**src/hdl/assert_macros.svh**
```systemverilog
// ----------------------------------------------------------------------------
// Assertion macros
// Shared shorthand for the clocked concurrent checks of the collision block.
// ----------------------------------------------------------------------------
`ifndef ASSERT_MACROS_SVH
`define ASSERT_MACROS_SVH

// General property, disabled while reset is low.
`define ASSERT_PROP(label, clk, rst_n, prop, msg) \
    label: assert property (@(posedge clk) disable iff (!rst_n) prop) \
        else $error(msg);

// Same-cycle implication, disabled while reset is low.
`define ASSERT_IMPL(label, clk, rst_n, ante, cons, msg) \
    label: assert property (@(posedge clk) disable iff (!rst_n) (ante) |-> (cons)) \
        else $error(msg);

`endif

```
**src/hdl/clbm_pkg.sv**
```systemverilog
// ----------------------------------------------------------------------------
// clbm_pkg
// Number format, saturating fixed-point helpers and the pipeline record type.
// ----------------------------------------------------------------------------
package clbm_pkg;

    localparam int FRAC = 28;
    localparam int UNIT_STEPS = 32;
    localparam int UNIT_LAT = UNIT_STEPS + 2;

    typedef logic signed [31:0] t_q;
    typedef logic signed [63:0] t_w;

    localparam t_q Q_MAX   = 32'sh7FFFFFFF;
    localparam t_q Q_MIN   = 32'sh80000000;
    localparam t_q Q_ONE   = 32'sh10000000;
    localparam t_q Q_HALF  = 32'sh08000000;
    localparam t_q Q_NHALF = 32'shF8000000;
    localparam t_q Q_THIRD = 32'sd89478485;
    localparam logic [29:0] RELAX_RESET = 30'd536865358;

    function automatic t_w wx(input t_q x);
        return t_w'(x);
    endfunction

    function automatic t_q sat(input t_w x);
        if (x > wx(Q_MAX)) begin
            return Q_MAX;
        end
        if (x < wx(Q_MIN)) begin
            return Q_MIN;
        end
        return t_q'(x);
    endfunction

    // product rounded to FRAC bits, ties toward +inf
    function automatic t_q qmul(input t_q a, input t_q b);
        t_w p;
        p = wx(a) * wx(b);
        return sat((p + wx(Q_HALF)) >>> FRAC);
    endfunction

    function automatic t_q rnd_q(input t_w x);
        return sat((x + t_w'(2)) >>> 2);
    endfunction

    function automatic t_q rnd_h(input t_w x);
        return sat((x + t_w'(1)) >>> 1);
    endfunction

    typedef struct packed {
        logic        vld;
        t_q          m0, m1, m2, m3, m4, m6;
        t_q          sx, sy;
        logic [30:0] drag;
        t_q          numx, numy, u, v, uu, vv;
        t_q          p_m1v, p_m3v, p_m3u, p_m0v, rho_u, third;
        t_q          a1, a2, tk, s;
        t_q          k2, k6, ut, k4, d26, d62;
        t_q          c4, x2, x6, c2, c6, c4x2, q1, q2, numk;
        t_q          speed, k8, n1x, n1y, n2x, n2y, nsx, nsy;
        t_q          pnyv, pnxv, pnxvv, pc4v, pnxu, pc6v, pc6vv;
        t_q          r1, r2, r3, r6, t7, t8;
        t_q          ur1, ur2, uur1, uur2, ut7, ut8;
        t_q          r4, r5, r7, r8;
    } t_cell;

endpackage

```
**src/hdl/clbm_sqrt.sv**
```systemverilog
// ----------------------------------------------------------------------------
// clbm_sqrt
// Pipelined square root: floor(sqrt(s * 2^28)), zero for s <= 0.
// Two radicand bits per stage, a new request every enabled cycle.
// ----------------------------------------------------------------------------
module clbm_sqrt (
    input  logic          i_clk,
    input  logic          i_en,
    input  clbm_pkg::t_q  i_s,
    output clbm_pkg::t_q  o_root
);

    localparam int Steps = clbm_pkg::UNIT_STEPS;

    typedef struct packed {
        logic [63:0] rem;
        logic [63:0] res;
    } t_sstage;

    t_sstage      r_st [Steps+1];
    clbm_pkg::t_q r_root;

    always_ff @(posedge i_clk) begin
        if (i_en) begin
            r_st[0].rem <= (i_s > 0) ? {5'b0, i_s[30:0], 28'b0} : 64'd0;
            r_st[0].res <= '0;
        end
    end

    for (genvar k = 0; k < Steps; k++) begin : g_step
        localparam int Sh = 2 * (Steps - 1 - k);
        logic [63:0] w_bit;
        logic [63:0] w_try;
        assign w_bit = 64'd1 << Sh;
        assign w_try = r_st[k].res + w_bit;
        always_ff @(posedge i_clk) begin
            if (i_en) begin
                if (r_st[k].rem >= w_try) begin
                    r_st[k+1].rem <= r_st[k].rem - w_try;
                    r_st[k+1].res <= (r_st[k].res >> 1) + w_bit;
                end else begin
                    r_st[k+1].rem <= r_st[k].rem;
                    r_st[k+1].res <= r_st[k].res >> 1;
                end
            end
        end
    end

    always_ff @(posedge i_clk) begin
        if (i_en) begin
            r_root <= clbm_pkg::t_q'(r_st[Steps].res[31:0]);
        end
    end

    assign o_root = r_root;

endmodule

```
**config.mk**
```make
export PLATFORM = sky130hd
export DESIGN_NAME = clbm_sqrt
export DESIGN_NICKNAME = d
export VERILOG_FILES = /design/src/hdl/assert_macros.svh /design/src/hdl/clbm_pkg.sv /design/src/hdl/clbm_sqrt.sv
export SDC_FILE = /design/constraint.sdc
export NUM_CORES = 2
export LEC_CHECK = 0
export ABC_AREA = 0
export CAP_MARGIN = 25
export CORE_ASPECT_RATIO = 0.7
export CORE_MARGIN = 1
export CORE_UTILIZATION = 25
export CTS_BUF_LIST = sky130_fd_sc_hd__clkbuf_8
export CTS_CLUSTER_SIZE = 16
export DETAILED_ROUTE_END_ITERATION = 10
export DONT_BUFFER_PORTS = 1
export PLACE_DENSITY_LB_ADDON = 0.2
export SLEW_MARGIN = 25
export SYNTH_ARGS = -nofsm -noshare
export SYNTH_HDL_FRONTEND = slang
export SYNTH_MEMORY_MAX_BITS = 65536
export SYNTH_SLANG_ARGS = --single-unit
```
**constraint.sdc**
```tcl
create_clock -name i_clk -period 9.9 [get_ports i_clk]
set_input_delay 0.495 -clock i_clk [delete_from_list [all_inputs] [get_ports i_clk]]
set_output_delay 0.495 -clock i_clk [all_outputs]
set_load 0.1 [all_outputs]
```
==> results_dict.tcl <==
set metrics [dict create \
    outcome "finished, final reports clean" \
    insertion_delay_ps 1120 \
    die_h_um 524 \
    synth.yosys.seq_area_share 0.578 \
    drt.antenna.violating_nets 0 \
    grt_max_degree 216 \
    slew_headroom 0.284 \
    drv_slew 0 \
    start_kind "input pin" \
    synth_nets 8895 \
    overflow 0 \
    first_global_vias 61296 \
    grt_setup_unrepaired "false" \
    clock.fmax_mhz 113 \
    fin_crit_ps 8820 \
    hold_viol 0 \
    use_met2 0.153 \
    period_share 0.891 \
    core_area_mm2 0.387 \
    post_cts.repair.setup_buffers 0 \
    busiest_layer "met1" \
    avgSynthCellArea_um2 11.7 \
    path_class "in2reg" \
    place_congestion 0.843 \
    start_util 0.251 \
    synth_flop_cell "edfxtp_1" \
    h-tree-depth 5 \
    worst_hold_slack_ps 253 \
    max_slew.worst_pin.slew_ps 1070 \
    synth_cell_type_count 92 \
    ios 66 \
    rows 191 \
    async_reset_ff_frac 0 \
    max-cap-violations 0 \
    routedWlPerCell_um 17.5 \
    p_leak_nw 41.5 \
    slowest_delay_ps 660 \
    drc 0 \
    port-buffer-count 0 \
    rrSetupSlack_ps 4950 \
    clock_skew_ps 181 \
    cp-startpoint "i_en" \
    nNetsFinal 9159 \
    wl_um 244000 \
    synth_edf_count 1870 \
    crit_top_cell "buf_16" \
    chipWidth_um 747 \
    fillers 39344 \
    r2r_start "r_st[19][44]$_DFFE_PP_" \
    clk_pin_slew_ps 50 \
    use_met1 0.202 \
    hp-class "in2reg" \
    path_cells "dlygate4sd3_1, buf_16, buf_16, buf_16, buf_16, buf_16, buf_16, buf_16, buf_16, buf_16, buf_16, buf_16, inv_2, nor4_1, nand2b_1, a21oi_2, buf_4, inv_1, nand4_1, or4_1, nor4_1, xor2_1" \
    crit_arrival_ps 9520 \
    yosysWarnings 0 \
    crit_required_ps 10590 \
    crit_slowest_cell "dlygate4sd3_1" \
    drive_gt1_frac 0.0714 \
    hpwlAfterDp_um 181000 \
    synth.ff_latch_count 1870 \
    fin_setup_tns_ps 0 \
    numCtsBuffers 325 \
    clockBufferDepth 4 \
    r2r_cells 12 \
    finalSetupViolations 0 \
    die-area_mm2 0.391 \
    worstSetupEndpointType "register" \
    ctsResizeCount 0 \
    via_count 63400 \
    drtIter0Drc 5200 \
    synthCells 8322 \
    pwr_density_cell_mw_per_mm2 213 \
    hold_start "i_s[22]" \
    grt_pass1_wl_um 373000 \
    antenna_found_initial 8 \
    timing.rr.end "r_st[20][116]$_DFFE_PP_" \
    globalRouteMet3Util 0.0195 \
    worst_ir_drop_vdd_mv 0.120 \
    cts_tree "done" \
    worstPathMaxFanout 137 \
    cts.sinks 1870 \
    via_per_inst 4.54 \
    endpoint "r_st[18][123]$_DFFE_PP_" \
    cts_root_buffer "clkbuf_8" \
    area_delta_synth_final_pct 13.8 \
    grt.total_usage 0.120 \
    syn-cell-area_mm2 0.0972 \
    drtPass1Iterations 6 \
]
[logic make-up after synthesis]
group           Yosys count  synth area share
simple gates           2457             0.127
flops                  1870             0.578
compound gates         1709             0.109
buf+inv                 845            0.0328
xor+xnor                833            0.0750
fa+ha+maj               539            0.0704
mux                      69           0.00802
[cells in the final DEF (no fill, tap or decap), drive strengths merged, types with 229 or more instances in the layout]
cell type	count
a21o	229
a21oi	453
clkbuf	332
edfxtp	1870
ha	525
inv	758
nand2	703
nor2	510
o21ai	526
xnor2	391
xor2	442
[layout make-up]
| type | count | area, µm² | share of cell area |
|---|---|---|---|
| flip-flops and latches | 1870 | 56200 | 0.507 |
| diodes | 6 | 15.0 | 0.000136 |
| inverters | 666 | 2500 | 0.0226 |
| repair buffers | 116 | 1390 | 0.0125 |
| clock inverters | 261 | 1670 | 0.0151 |
| multi-input cells | 5607 | 38000 | 0.343 |
| clock buffers | 331 | 4560 | 0.0412 |
| well taps | 5114 | 6400 | 0.0578 |
[registers in the layout, summed over array words and instances, names as in the netlist]
register  cells
o_root       32
r_st       1838
[what timing repair did]
action / in CTS / in global routing
hold buffers: 62 / 1
setup endpoints to repair: 0 / 0
hold endpoints to repair: 90 / 1
[power breakdown]
| group | switching, mW | internal (mW) | total [mW] |
|---|---|---|---|
| Clock | 3.41 | 3.59 | 7.00 |
| Combinational | 3.14 | 2.27 | 5.41 |
| Sequential | 1.02 | 10.2 | 11.2 |
[worst max-delay path: cells and delay by family]
family | cells | cell delay, ps
xor gates and xnor gates | 1 | 150
and+or+nand+nor | 5 | 1280
buffers and inverters | 15 | 6620
AOI/OAI and AO/OA | 1 | 120
[metrics by stage]
| stage | utilization | std cells | setup WS (ps) | instance area [µm²] | power (mW) |
|---|---|---|---|---|---|
| after floorplan | - | 8322 | 5820 | 97200 | 15.0 |
| after global placement | 0.267 | 13298 | 1220 | 103000 | 16.6 |
| after detailed placement | 0.268 | 13307 | 655 | 104000 | 16.7 |
| after CTS | 0.286 | 13961 | 1100 | 111000 | 23.9 |
| after global routing | 0.286 | 13968 | 422 | 111000 | 25.0 |
| final | 0.286 | 13971 | 1080 | 111000 | 23.6 |
[metal layers]
layer,up-vias,share of wire
li1,31197,-
met3,381,0.052
met2,1615,0.36
met1,30207,0.56
met5,-,0
met4,0,0.021
[worst min-delay path by stage]
stage | end | slack (ps) | cells after the start
after floorplan | o_root[0]$_DFFE_PP_ | 400 | 0
after global placement | r_st[3][110]$_DFFE_PP_ | 400 | 0
after detailed placement | r_st[3][112]$_DFFE_PP_ | 400 | 0
after CTS | r_st[0][114]$_SDFFCE_PP0P_ | 1 | 2
after global routing | r_st[0][115]$_SDFFCE_PP0P_ | 160 | 1
final | r_st[0][114]$_SDFFCE_PP0P_ | 250 | 2
[synthesized netlist by cell type, types with 10 or more instances]
library cell / instances / area, µm²
nand3b_1: 25 / 188
a21boi_0: 23 / 173
ha_1: 525 / 6570
or4_1: 67 / 503
xnor2_1: 391 / 3420
nand4b_1: 19 / 166
o21a_1: 90 / 676
and3_1: 44 / 275
o2111ai_1: 12 / 105
nor4b_1: 26 / 228
nand2_1: 702 / 2640
mux2_2: 59 / 664
a21o_1: 229 / 1720
inv_1: 664 / 2490
nand3_1: 141 / 706
and4_1: 17 / 149
o211ai_1: 39 / 293
nor3b_1: 24 / 180
nand2b_1: 122 / 763
a2111oi_0: 13 / 114
or3_1: 102 / 638
nand4_1: 81 / 507
nor2_1: 510 / 1910
o21bai_1: 42 / 315
xor2_1: 442 / 3870
nor4_1: 159 / 995
a211o_1: 18 / 158
and2_1: 62 / 388
o211a_1: 10 / 100
o31ai_1: 44 / 330
o21ai_0: 524 / 2620
a31oi_1: 42 / 263
nor2b_1: 66 / 413
nor3_1: 220 / 1100
a21oi_1: 453 / 2270
fa_1: 14 / 280
clkbuf_1: 172 / 646
edfxtp_1: 1870 / 56200
or2_2: 33 / 206
a211oi_1: 59 / 443
Note: power is estimated with default switching activity, not from simulation.
